File: src/hw/rtl/led_light_program_sequencer_core_macros.svh
// assertion macros for the light program sequencer
`ifndef LED_LIGHT_PROGRAM_SEQUENCER_CORE_MACROS_SVH
`define LED_LIGHT_PROGRAM_SEQUENCER_CORE_MACROS_SVH

// same-cycle implication, clocked on i_clk, off during reset
`define LPSQ_ASSERT_IMP(label, ante, cons, msg) \
    label: assert property (@(posedge i_clk) disable iff (!i_rst_n) (ante) |-> (cons)) \
        else $error(msg);

// next-cycle implication, clocked on i_clk, off during reset
`define LPSQ_ASSERT_NXT(label, ante, cons, msg) \
    label: assert property (@(posedge i_clk) disable iff (!i_rst_n) (ante) |=> (cons)) \
        else $error(msg);

`endif

File: src/hw/rtl/lpsq_pkg.sv
// shared types and constants of the light program sequencer
`default_nettype none
package lpsq_pkg;

    localparam int NUM_CHANNELS_DEF        = 24;
    localparam int PROGRAM_LENGTH_DEF      = 20;
    localparam int PROGRAMMED_CHANNELS_DEF = 23;

    localparam int STEP_W    = 5;
    localparam int LEVEL_W   = 8;
    localparam int ACC_W     = 16;
    localparam int DIVIDEND_W = 17;
    localparam int DIVISOR_W  = 8;

    localparam logic [STEP_W-1:0] PARKED_STEP = 5'd22;

    localparam logic [7:0] CMD_END      = 8'd0;
    localparam logic [7:0] CMD_DIM_MAX  = 8'd200;
    localparam logic [7:0] CMD_JUMP_LO  = 8'd201;
    localparam logic [7:0] CMD_JUMP_HI  = 8'd220;
    localparam logic [7:0] CMD_SET      = 8'd221;
    localparam logic [7:0] CMD_DELAY    = 8'd222;
    localparam logic [7:0] CMD_RANDOM   = 8'd223;
    localparam logic [7:0] CMD_NOP      = 8'd224;

    typedef enum logic [1:0] {
        OP_TICK  = 2'd0,
        OP_WRITE = 2'd1,
        OP_START = 2'd2,
        OP_STOP  = 2'd3
    } t_opcode;

    typedef struct packed {
        logic                  start;
        logic [DIVIDEND_W-1:0] dividend;
        logic [DIVISOR_W-1:0]  divisor;
    } t_div_req;

    typedef struct packed {
        logic                  done;
        logic [DIVIDEND_W-1:0] quotient;
    } t_div_rsp;

endpackage
`default_nettype wire

File: src/hw/rtl/lpsq_div.sv
// iterative restoring divider, one quotient bit per cycle
`default_nettype none
module lpsq_div import lpsq_pkg::*; (
    input  wire logic     i_clk,
    input  wire logic     i_rst_n,
    input  wire t_div_req i_req,
    output t_div_rsp      o_rsp
);
    localparam int CNT_W = $clog2(DIVIDEND_W + 1);

    logic                  r_busy;
    logic                  r_done;
    logic [CNT_W-1:0]      r_cnt;
    logic [DIVIDEND_W-1:0] r_num;
    logic [DIVISOR_W-1:0]  r_den;
    logic [DIVISOR_W-1:0]  r_rem;
    logic [DIVISOR_W:0]    n_shift;
    logic                  n_ge;

    assign n_shift = {r_rem, r_num[DIVIDEND_W-1]};
    assign n_ge    = n_shift >= {1'b0, r_den};

    always_ff @(posedge i_clk) begin
        if (!i_rst_n) begin
            r_busy <= 1'b0;
            r_done <= 1'b0;
            r_cnt  <= '0;
        end else begin
            r_done <= 1'b0;
            if (i_req.start) begin
                r_busy <= 1'b1;
                r_cnt  <= CNT_W'(DIVIDEND_W);
                r_num  <= i_req.dividend;
                r_den  <= i_req.divisor;
                r_rem  <= '0;
            end else if (r_busy) begin
                r_rem <= n_ge ? DIVISOR_W'(n_shift - {1'b0, r_den})
                              : DIVISOR_W'(n_shift);
                r_num <= {r_num[DIVIDEND_W-2:0], n_ge};
                r_cnt <= r_cnt - 1'b1;
                if (r_cnt == CNT_W'(1)) begin
                    r_busy <= 1'b0;
                    r_done <= 1'b1;
                end
            end
        end
    end

    assign o_rsp.done     = r_done;
    assign o_rsp.quotient = r_num;
endmodule
`default_nettype wire

File: config.mk
export PLATFORM = sky130hd
export DESIGN_NAME = lpsq_div
export DESIGN_NICKNAME = d
export VERILOG_FILES = /design/src/hw/rtl/led_light_program_sequencer_core_macros.svh /design/src/hw/rtl/lpsq_pkg.sv /design/src/hw/rtl/lpsq_div.sv
export SDC_FILE = /design/constraint.sdc
export NUM_CORES = 1
export LEC_CHECK = 0
export BUFFER_PORTS_ARGS = -buffer_cell sky130_fd_sc_hd__buf_4
export CORE_MARGIN = 2
export CORE_UTILIZATION = 56
export CTS_BUF_LIST = sky130_fd_sc_hd__clkbuf_8
export DETAILED_ROUTE_END_ITERATION = 10
export HOLD_SLACK_MARGIN = 0.05
export PLACE_DENSITY = 0.87
export RECOVER_POWER = 100
export SYNTH_ARGS = -nofsm -noshare
export SYNTH_HDL_FRONTEND = slang
export SYNTH_SLANG_ARGS = --single-unit
File: constraint.sdc
create_clock -name i_clk -period 2.6 [get_ports i_clk]
set_input_delay 0.52 -clock i_clk [delete_from_list [all_inputs] [get_ports i_clk]]
set_output_delay 0.52 -clock i_clk [all_outputs]
set_load 0.1 [all_outputs]
==> Yosys cells after proc, flatten, opt, wreduce, memory -nomap -nowiden <==
Cells that the tools add are included.
{ "totals": {"reg_bits": 40, "output_inout_bits": 18, "word_cells": 28} }
{ "op_classes": {"n_addsub": 2, "magnitude_cmp": 1, "n_eq_ne": 1, "n_mux": 10, "n_bitwise": 2, "reduce_logical": 5} }
{ "ops": {"columns": ["cell", "n"], "rows": [
  ["$mux W17", 2],
  ["$mux W8", 2],
  ["$mux W5", 2],
  ["$ge A9 B8 Y1", 1],
  ["$sub A8 B8 Y8", 1],
  ["$eq A5 B1 Y1 const B", 1],
  ["$sub A5 B1 Y5 const B", 1],
  ["$mux W1", 4],
  ["$reduce_and A2 Y1", 2],
  ["$reduce_or A3 Y1", 1],
  ["$not A1 Y1", 2],
  ["$reduce_bool A2 Y1", 1],
  ["$reduce_or A2 Y1", 1]
]} }

==> Depth between registers and ports, before layout <==
Gate-level depths: netlist of run 1.
{ "logic_depth": {"depth_word": 4, "ltp_mapped": 8, "depth_no_buf": 8} }

==> Least setup slack after synthesis of run 1 <==
No wires, ideal clock.
{ "synth_timing": {"path_type": "reg-to-reg", "start": "register r_num[16]", "end": "register r_rem[6] (data pin)", "setup_ps": 152, "arrival_ps": 2480, "t_required_ps": 2448, "path_slack_ps": -32, "stages_incl_launch_ff": 9, "synth_period_minus_slack_ps": 2632, "cell_sequence": "edfxtp_1 inv_1 ha_1 fa_1 nor2b_1 o31a_1 o22ai_1 or3_1 a31oi_1"} }
{ "synth_between": {"elab_chain_cells": 3} }
{ "synth_lines": {"columns": ["element", "line_no", "rtl"], "rows": [
  ["start: declaration", "lpsq_div.sv:14", "logic [DIVIDEND_W-1:0] r_num;"],
  ["start signal: assignment", "lpsq_div.sv:33", "r_num <= i_req.dividend;"],
  ["start signal: assignment", "lpsq_div.sv:39", "r_num <= {r_num[DIVIDEND_W-2:0], n_ge};"],
  ["$sub A8 B8 Y8 / $ge A9 B8 Y1 (equally long branches)", "lpsq_div.sv:37, lpsq_div.sv:21", null],
  ["$mux W8 *", "lpsq_div.sv:37", "r_rem <= n_ge ? DIVISOR_W'(n_shift - {1'b0, r_den})"],
  ["$mux W8 *", "lpsq_div.sv:36", "end else if (r_busy) begin"],
  ["end signal: assignment", "lpsq_div.sv:37", null],
  ["end: declaration", "lpsq_div.sv:16", "logic [DIVISOR_W-1:0] r_rem;"]
]} }
Mark *: on every way between the ends. The rest lies on a longest branch, timed or not. The select of a mux whose other input is x is not followed.
A chain may end at the register's enable or synchronous reset.

==> Worst setup path in the final report of run 1 <==
{ "layout_timing": {"start": "register r_rem[0]", "end": "register r_num[0] (data pin)"} }
{ "layout_between": {"elab_chain_cells": 3} }
{ "layout_lines": {"columns": ["element", "line_no", "rtl"], "rows": [
  ["$ge A9 B8 Y1", "lpsq_div.sv:21", "assign n_ge = n_shift >= {1'b0, r_den};"],
  ["$mux W17", "lpsq_div.sv:36", null],
  ["$mux W17", "lpsq_div.sv:30", "if (i_req.start) begin"]
]} }
No other way between the ends. The select of a mux whose other input is x is not followed.

==> summary.txt, run 1 <==
Logic synthesis
  • Post-synth ARST share: 0%
  • Ys Warns: 0
  • Post-synth EDFFs: 33
  • Ys flop type: edfxtp_1
  • Area share of the largest cell type after synthesis: 48.0%
  • Synth Area per Inst: 13.1 um^2
  • Most frequent cell after synthesis: edfxtp_1
  • List of most frequent post-synthesis cells: edfxtp_1, mux2_2, inv_1, ha_1
  • Synthesized area: 2060 um^2
  • Top cells by area, synth: edfxtp_1, mux2_2, dfxtp_1, ha_1, inv_1
  • Unique cell type count in the Yosys netlist: 42
  • Cells after synthesis: 157
  • Leading area contributor after synthesis: edfxtp_1
  • Seq cells post-synth: 40
  • Net Count, Synth: 196
  • Post-synthesis sequential area ratio: 54.8%

Power
  • VDD IR max: 0.000476 V
  • Static Leak: 0.949 nW
  • Pwr Density: 674 nW/um^2

Drt
  • Drt first pass iters: 6
  • Vias per cell: 5.66
  • Vias: 1443
  • DRC: 0
  • 1st-iter DRT viols: 51
  • Antenna Violating Nets Remaining: 0
  • WL per Instance: 15.9 um
  • Routed wire length: 4070 um

Clocking
  • H-tree Lvls: 2
  • CTS Root Buffer Type: clkbuf_8
  • CTS resizes: 0
  • Setup Buffers After CTS: 0
  • CTS sink cnt: 40
  • Clock Pin Slew Worst Setup and Hold Paths: 70 ps
  • Worst-skew pair later-pin latency: 290 ps
  • CTS Hold Bufs: 0
  • CTS Buf Count: 5
  • CTS max path bufs: 2
  • CTS tree: built

STA
  • Worst clock skew: 6.34 ps
  • RSZ-0062 raised after global routing: false
  • Crit share post-route: 86.4%
  • Tmin final: 2250 ps
  • Final Hold Vio Count: 0
  • Slew headroom: 7.05%
  • Post-Route Setup TNS: 0 ps
  • Hold WS: 419 ps
  • Final setup viols: 0
  • Final Max Tran Viols: 0
  • Fmax: 445 MHz
  • Worst-Margin Slew: 1390 ps

Final layout
  • Area grow syn2layout: 19.8%
  • Nets: 245
  • Proportion of layout cells with a drive suffix above 1: 29.0%
  • Layout fillers: 255
  • Multi-input logic area: 862 um^2
  • Diode count: 0
  • Finished layout cell area: 2470 um^2
  • Register cell area after layout: 1130 um^2

Floorplanning
  • Rows: 22
  • Initial Util: 57.3%
  • Chip width: 64.7 um
  • Die area: 4190 um^2
  • Core area: 3610 um^2
  • # IOs: 46
  • Die H: 64.7 um

Critical path
  • CP max FO: 6
  • Crit path max-delay cell type: edfxtp_1
  • CP Launch Type: flop
  • Critical path class: flop to flop
  • Critical Path AT: 2300 ps
  • Critical Path RT: 2650 ps
  • Crit path max-delay family: compound AO/OA/AOI/OAI gates
  • Worst path bufs/invs: 0
  • Max stage delay on crit path: 440 ps
  • CP Capture Type: flop
  • Worst path cell trace: ha_1 -> nor2b_1 -> o21ai_1 -> a31o_4 -> nand2_1 -> mux2_2

Placed design
  • Placed Area: 2450 um^2
  • PortBufs: 45
  • Hpwl dp: 3010 um
  • RD Place Congestion: 0.821

Min path
  • Hold crit path type: input port to flop

Flow run
  • Max-Cap Viols: 0

Run status
  • Outcome: finished, final reports clean

Global route
  • Global-route wire length before repair: 6990 um
  • Grt ovf: 0
  • Largest net degree at the start of global routing: 32
  • Vias in the first global route: 1496
  • Antenna violations before repair: 0
  • Tot GR Track Use: 22.5%
## worst paths after layout
path,startpoint,to,slack (ps),cells past startpoint
worst max-delay path,r_rem[0]$_SDFFCE_PP0P_,r_num[0]$_DFFE_PP_,350,6
worst min-delay path,i_req[2],r_den[2]$_DFFE_PP_,420,1
worst max register to register,r_rem[0]$_SDFFCE_PP0P_,r_num[0]$_DFFE_PP_,350,6
worst min register to register,r_cnt[1]$_SDFFE_PP0P_,r_cnt[1]$_SDFFE_PP0P_,510,2
## through the flow
stage	std cells	total power, W	worst slack [ps]	utilization [%]
floorplan	157	0.00114	2.59	-
global placement	247	0.00123	531	67.9
detailed placement	247	0.00125	504	67.9
CTS	255	0.00170	455	70.7
global route	255	0.00174	203	68.6
finish	255	0.00167	354	68.6
## flip-flops by register name, summed over array words and instances (netlist names)
signal / cells
r_busy: 1
r_num: 17
r_cnt: 5
r_rem: 8
r_den: 8
r_done: 1
## where the power goes
| group | total [W] | internal, W | switching (W) |
|---|---|---|---|
| Combinational | 0.000438 | 0.000148 | 0.000291 |
| Clock | 0.000444 | 0.000238 | 0.000206 |
| Sequential | 0.000784 | 0.000754 | 0.0000296 |
## final cells by class
type / instances / share of cell area, %
flip-flops and latches: 40 / 45.7
multi-input cells: 101 / 34.9
repair buffers: 46 / 11.1
clock buffers: 7 / 3.90
well taps: 48 / 2.43
inverters: 12 / 1.82
clock inverters: 1 / 0.152
## layer usage
layer / part of all wire, % / vias up / global-route usage (%)
met3: 6.2 / 14 / 5.03
met4: 3.4 / 0 / 14.1
met2: 52 / 65 / 38.0
li1: - / 692 / -
met5: 0 / - / 0
met1: 39 / 672 / 25.7
## cells in the final DEF, fill, tap and decap left out, types with 2 or more instances in the layout
cell type and instances:
a211oi_1 3, or3_1 2, o211ai_1 2, dfxtp_1 7, nor2_1 5, clkbuf_8 7
nor2b_1 2, inv_1 13, buf_4 19, a21o_1 2, nor3_1 4, xnor2_1 2
ha_1 9, nand3_1 6, o22ai_1 2, clkbuf_1 19, xor2_1 3, o21a_1 5
clkbuf_4 8, nor4b_1 2, a21oi_1 7, o21ai_0 5, nand2_1 4, edfxtp_1 33
mux2_2 17
## cell families (layout without fill, tap and decap cells)
family | after synthesis | in the layout | synth area share, %
compound gates | 35 | 35 | 13.5
mux | 17 | 17 | 9.27
simple gates | 33 | 33 | 10.1
xor+xnor | 5 | 5 | 2.12
flops | 40 | 40 | 54.8
buf+inv | 16 | 66 | 3.27
fa+ha+maj | 11 | 11 | 7.03
No activity file was read; power rests on OpenSTA's default activity.
==> inputs of run 2 (changes only) <==
--- a/config.mk
+++ b/config.mk
@@ -7,12 +7,12 @@
 export LEC_CHECK = 0
 export BUFFER_PORTS_ARGS = -buffer_cell sky130_fd_sc_hd__buf_4
 export CORE_MARGIN = 2
-export CORE_UTILIZATION = 56
-export CTS_BUF_LIST = sky130_fd_sc_hd__clkbuf_8
+export CORE_UTILIZATION = 53
 export DETAILED_ROUTE_END_ITERATION = 10
 export HOLD_SLACK_MARGIN = 0.05
-export PLACE_DENSITY = 0.87
+export PLACE_DENSITY = 0.83
 export RECOVER_POWER = 100
+export SKIP_CTS_REPAIR_TIMING = 1
 export SYNTH_ARGS = -nofsm -noshare
 export SYNTH_HDL_FRONTEND = slang
 export SYNTH_SLANG_ARGS = --single-unit
==> summary.txt, run 2 (synthesis results as in run 1) <==
Power
  • Clk pwr share: 25.2% (-1.5 points)
  • Net switching power: 0.000513 W (-2.4%)
  • Pwr Density: 661 nW/um^2 (-1.9%)
  • Static Leak: 0.944 nW (-0.60%)
  • Net Sw Frac: 31.5% (-0.12 points)
  • VDD IR max: 0.000460 V (-3.3%)
  • Pint: 0.00112 W (-1.9%)
  • Sequential share of power: 48.1% (+1.1 points)
  • Final total power: 0.00163 W (-2.1%)
  • Comb power frac: 26.7% (+0.4 points)

Drt
  • Met1 Wirelength: 1620 um (+2.5%)
  • Routed wire length: 3920 um (-3.6%)
  • Drt first pass iters: 4 (-2)
  • DRC: 0 (unchanged)
  • WL met2: 1960 um (-6.4%)
  • Met3 WL: 219 um (-13%)
  • Vias: 1444 (+0.069%)
  • Antenna Violating Nets Remaining: 0 (unchanged)
  • WL per Instance: 15.3 um (-4.0%)
  • Vias per cell: 5.64 (-0.32%)
  • Uppermost routed layer: met4
  • 1st-iter DRT viols: 72 (+41%)

Clocking
  • CTS Buf Count: 5 (unchanged)
  • CTS sink cnt: 40 (unchanged)
  • CTS tree: built
  • Worst-skew pair later-pin latency: 290 ps (about the same)
  • Clock Pin Slew Worst Setup and Hold Paths: 70 ps (about the same)
  • CTS max path bufs: 2 (unchanged)
  • CTS Root Buffer Type: clkbuf_8
  • H-tree Lvls: 2 (unchanged)

Critical path
  • Crit path from: r_rem[0]$_SDFFCE_PP0P_
  • CP Launch Type: flop
  • CP max FO: 6 (unchanged)
  • Reg-to-Reg Start: r_rem[0]$_SDFFCE_PP0P_
  • Reg2Reg Depth: 6 (unchanged)
  • Critical path class: flop to flop
  • Critical Path AT: 2280 ps (-20 ps)
  • Critical Path RT: 2640 ps (about the same)
  • R2R Setup Slk: 370 ps (about the same)
  • CP Capture Type: flop
  • Worst setup path end: r_num[0]$_DFFE_PP_
  • Worst R2R End: r_num[0]$_DFFE_PP_

STA
  • Worst clock skew: 4.58 ps (-1.75 ps)
  • Final Max Tran Viols: 0 (unchanged)
  • Crit share post-route: 85.9% (-0.53 points)
  • Post-Route Setup TNS: 0 ps (unchanged)
  • Fmax: 448 MHz (+0.62%)
  • Worst-Margin Slew: 1420 ps (+26.2 ps)
  • Final setup viols: 0 (unchanged)
  • Slew headroom: 5.30% (-1.7 points)
  • RSZ-0062 raised after global routing: false
  • Tmin final: 2230 ps (-13.8 ps)
  • Final Hold Vio Count: 0 (unchanged)

Placed design
  • Hpwl dp: 2950 um (-1.9%)
  • PortBufs: 45 (unchanged)
  • RD Place Congestion: 0.854 (+4.0%)

Final layout
  • Area grow syn2layout: 19.5%
  • Largest Register: r_num
  • Max reg flops: 17 (unchanged)
  • Biggest regs: r_num: 17 flops, r_den: 8 flops, r_rem: 8 flops
  • Nets: 246 (+0.41%)
  • Most frequent cells in the layout: edfxtp_1, clkbuf_1, buf_4
  • Diode count: 0 (unchanged)
  • Proportion of layout cells with a drive suffix above 1: 28.4% (-0.62 points)
  • Most common cell after layout, fill and taps aside: edfxtp_1

Floorplanning
  • Rows: 22 (unchanged)
  • Die H: 66.4 um (+2.6%)
  • # IOs: 46 (unchanged)
  • Die area: 4410 um^2 (+5.3%)
  • Chip width: 66.4 um (+2.6%)
  • Initial Util: 55.6% (-1.7 points)
  • Core area: 3720 um^2 (+3.1%)

Run status
  • Outcome: finished, final reports clean

Global route
  • Grt ovf: 0 (unchanged)
  • Largest net degree at the start of global routing: 32 (unchanged)
  • Global-route wire length before repair: 6660 um (-4.7%)
  • Tot GR Track Use: 20.6% (-1.9 points)
  • Antenna violations before repair: 0 (unchanged)
  • Vias in the first global route: 1435 (-4.1%)

Flow run
  • Max-Cap Viols: 0 (unchanged)

Min path
  • Hold crit path type: input port to flop
run 2: cell types whose count changed in the layout (fill, tap and decap cells not counted), sizes merged:
cell	change
clkbuf	+2
inv	-1
run 2: layout make-up:
cell class                      instances  area, um^2
Sequential cell                        40        1130
Inverter                               12        45.0
Clock buffer                            8        90.1
Multi-Input combinational cell        101         862
Fill cell                             293        1250
Timing Repair Buffer                   47         279
Tap cell                               48        60.1
run 2: worst min-delay path by stage:
stage,start,to,slack [ps],depth (start not counted)
final,i_req[1],r_den[1]$_DFFE_PP_,430,1
after global routing,i_req[3],r_den[3]$_DFFE_PP_,420,1
after CTS,i_req[1],r_den[1]$_DFFE_PP_,400,1
after detailed placement,r_cnt[1]$_SDFFE_PP0P_,r_cnt[1]$_SDFFE_PP0P_,530,2
after global placement,r_cnt[1]$_SDFFE_PP0P_,r_cnt[1]$_SDFFE_PP0P_,480,2
after floorplan,r_cnt[1]$_SDFFE_PP0P_,r_cnt[1]$_SDFFE_PP0P_,470,2
run 2: power groups by stage:
stage / combinational, W / clock, W / sequential (W)
global placement: 0.000437 / 0 / 0.000795
global route: 0.000469 / 0.000436 / 0.000791
finish: 0.000435 / 0.000412 / 0.000784
CTS: 0.000455 / 0.000420 / 0.000785
detailed placement: 0.000452 / 0 / 0.000798
floorplan: 0.000219 / 0 / 0.000917
run 2: critical path, stage by stage, from the launching register on:
cell and delay [ps]:
edfxtp_1 440, ha_1 350, nor2b_1 170, o21ai_1 400, a31o_4 270, nand2_1 90
mux2_2 280
run 2: routing by layer:
metal  GRT usage (%)  up-vias
met5               0        -
met4            11.5        0
met3            3.92        9
met2            33.3       63
met1            26.0      675
li1                -      697
run 2: per-stage QoR:
step | cell area [um^2] | std cells | hold WS, ps | util, % | setup slack, ps
finish | 2470 | 256 | 425 | 66.4 | 368
global route | 2470 | 256 | 420 | 66.4 | 214
CTS | 2550 | 256 | 396 | 68.6 | 469
detailed placement | 2460 | 248 | 531 | 66.1 | 501
global placement | 2460 | 248 | 481 | 66.1 | 576
floorplan | 2070 | 157 | 469 | - | 2.59
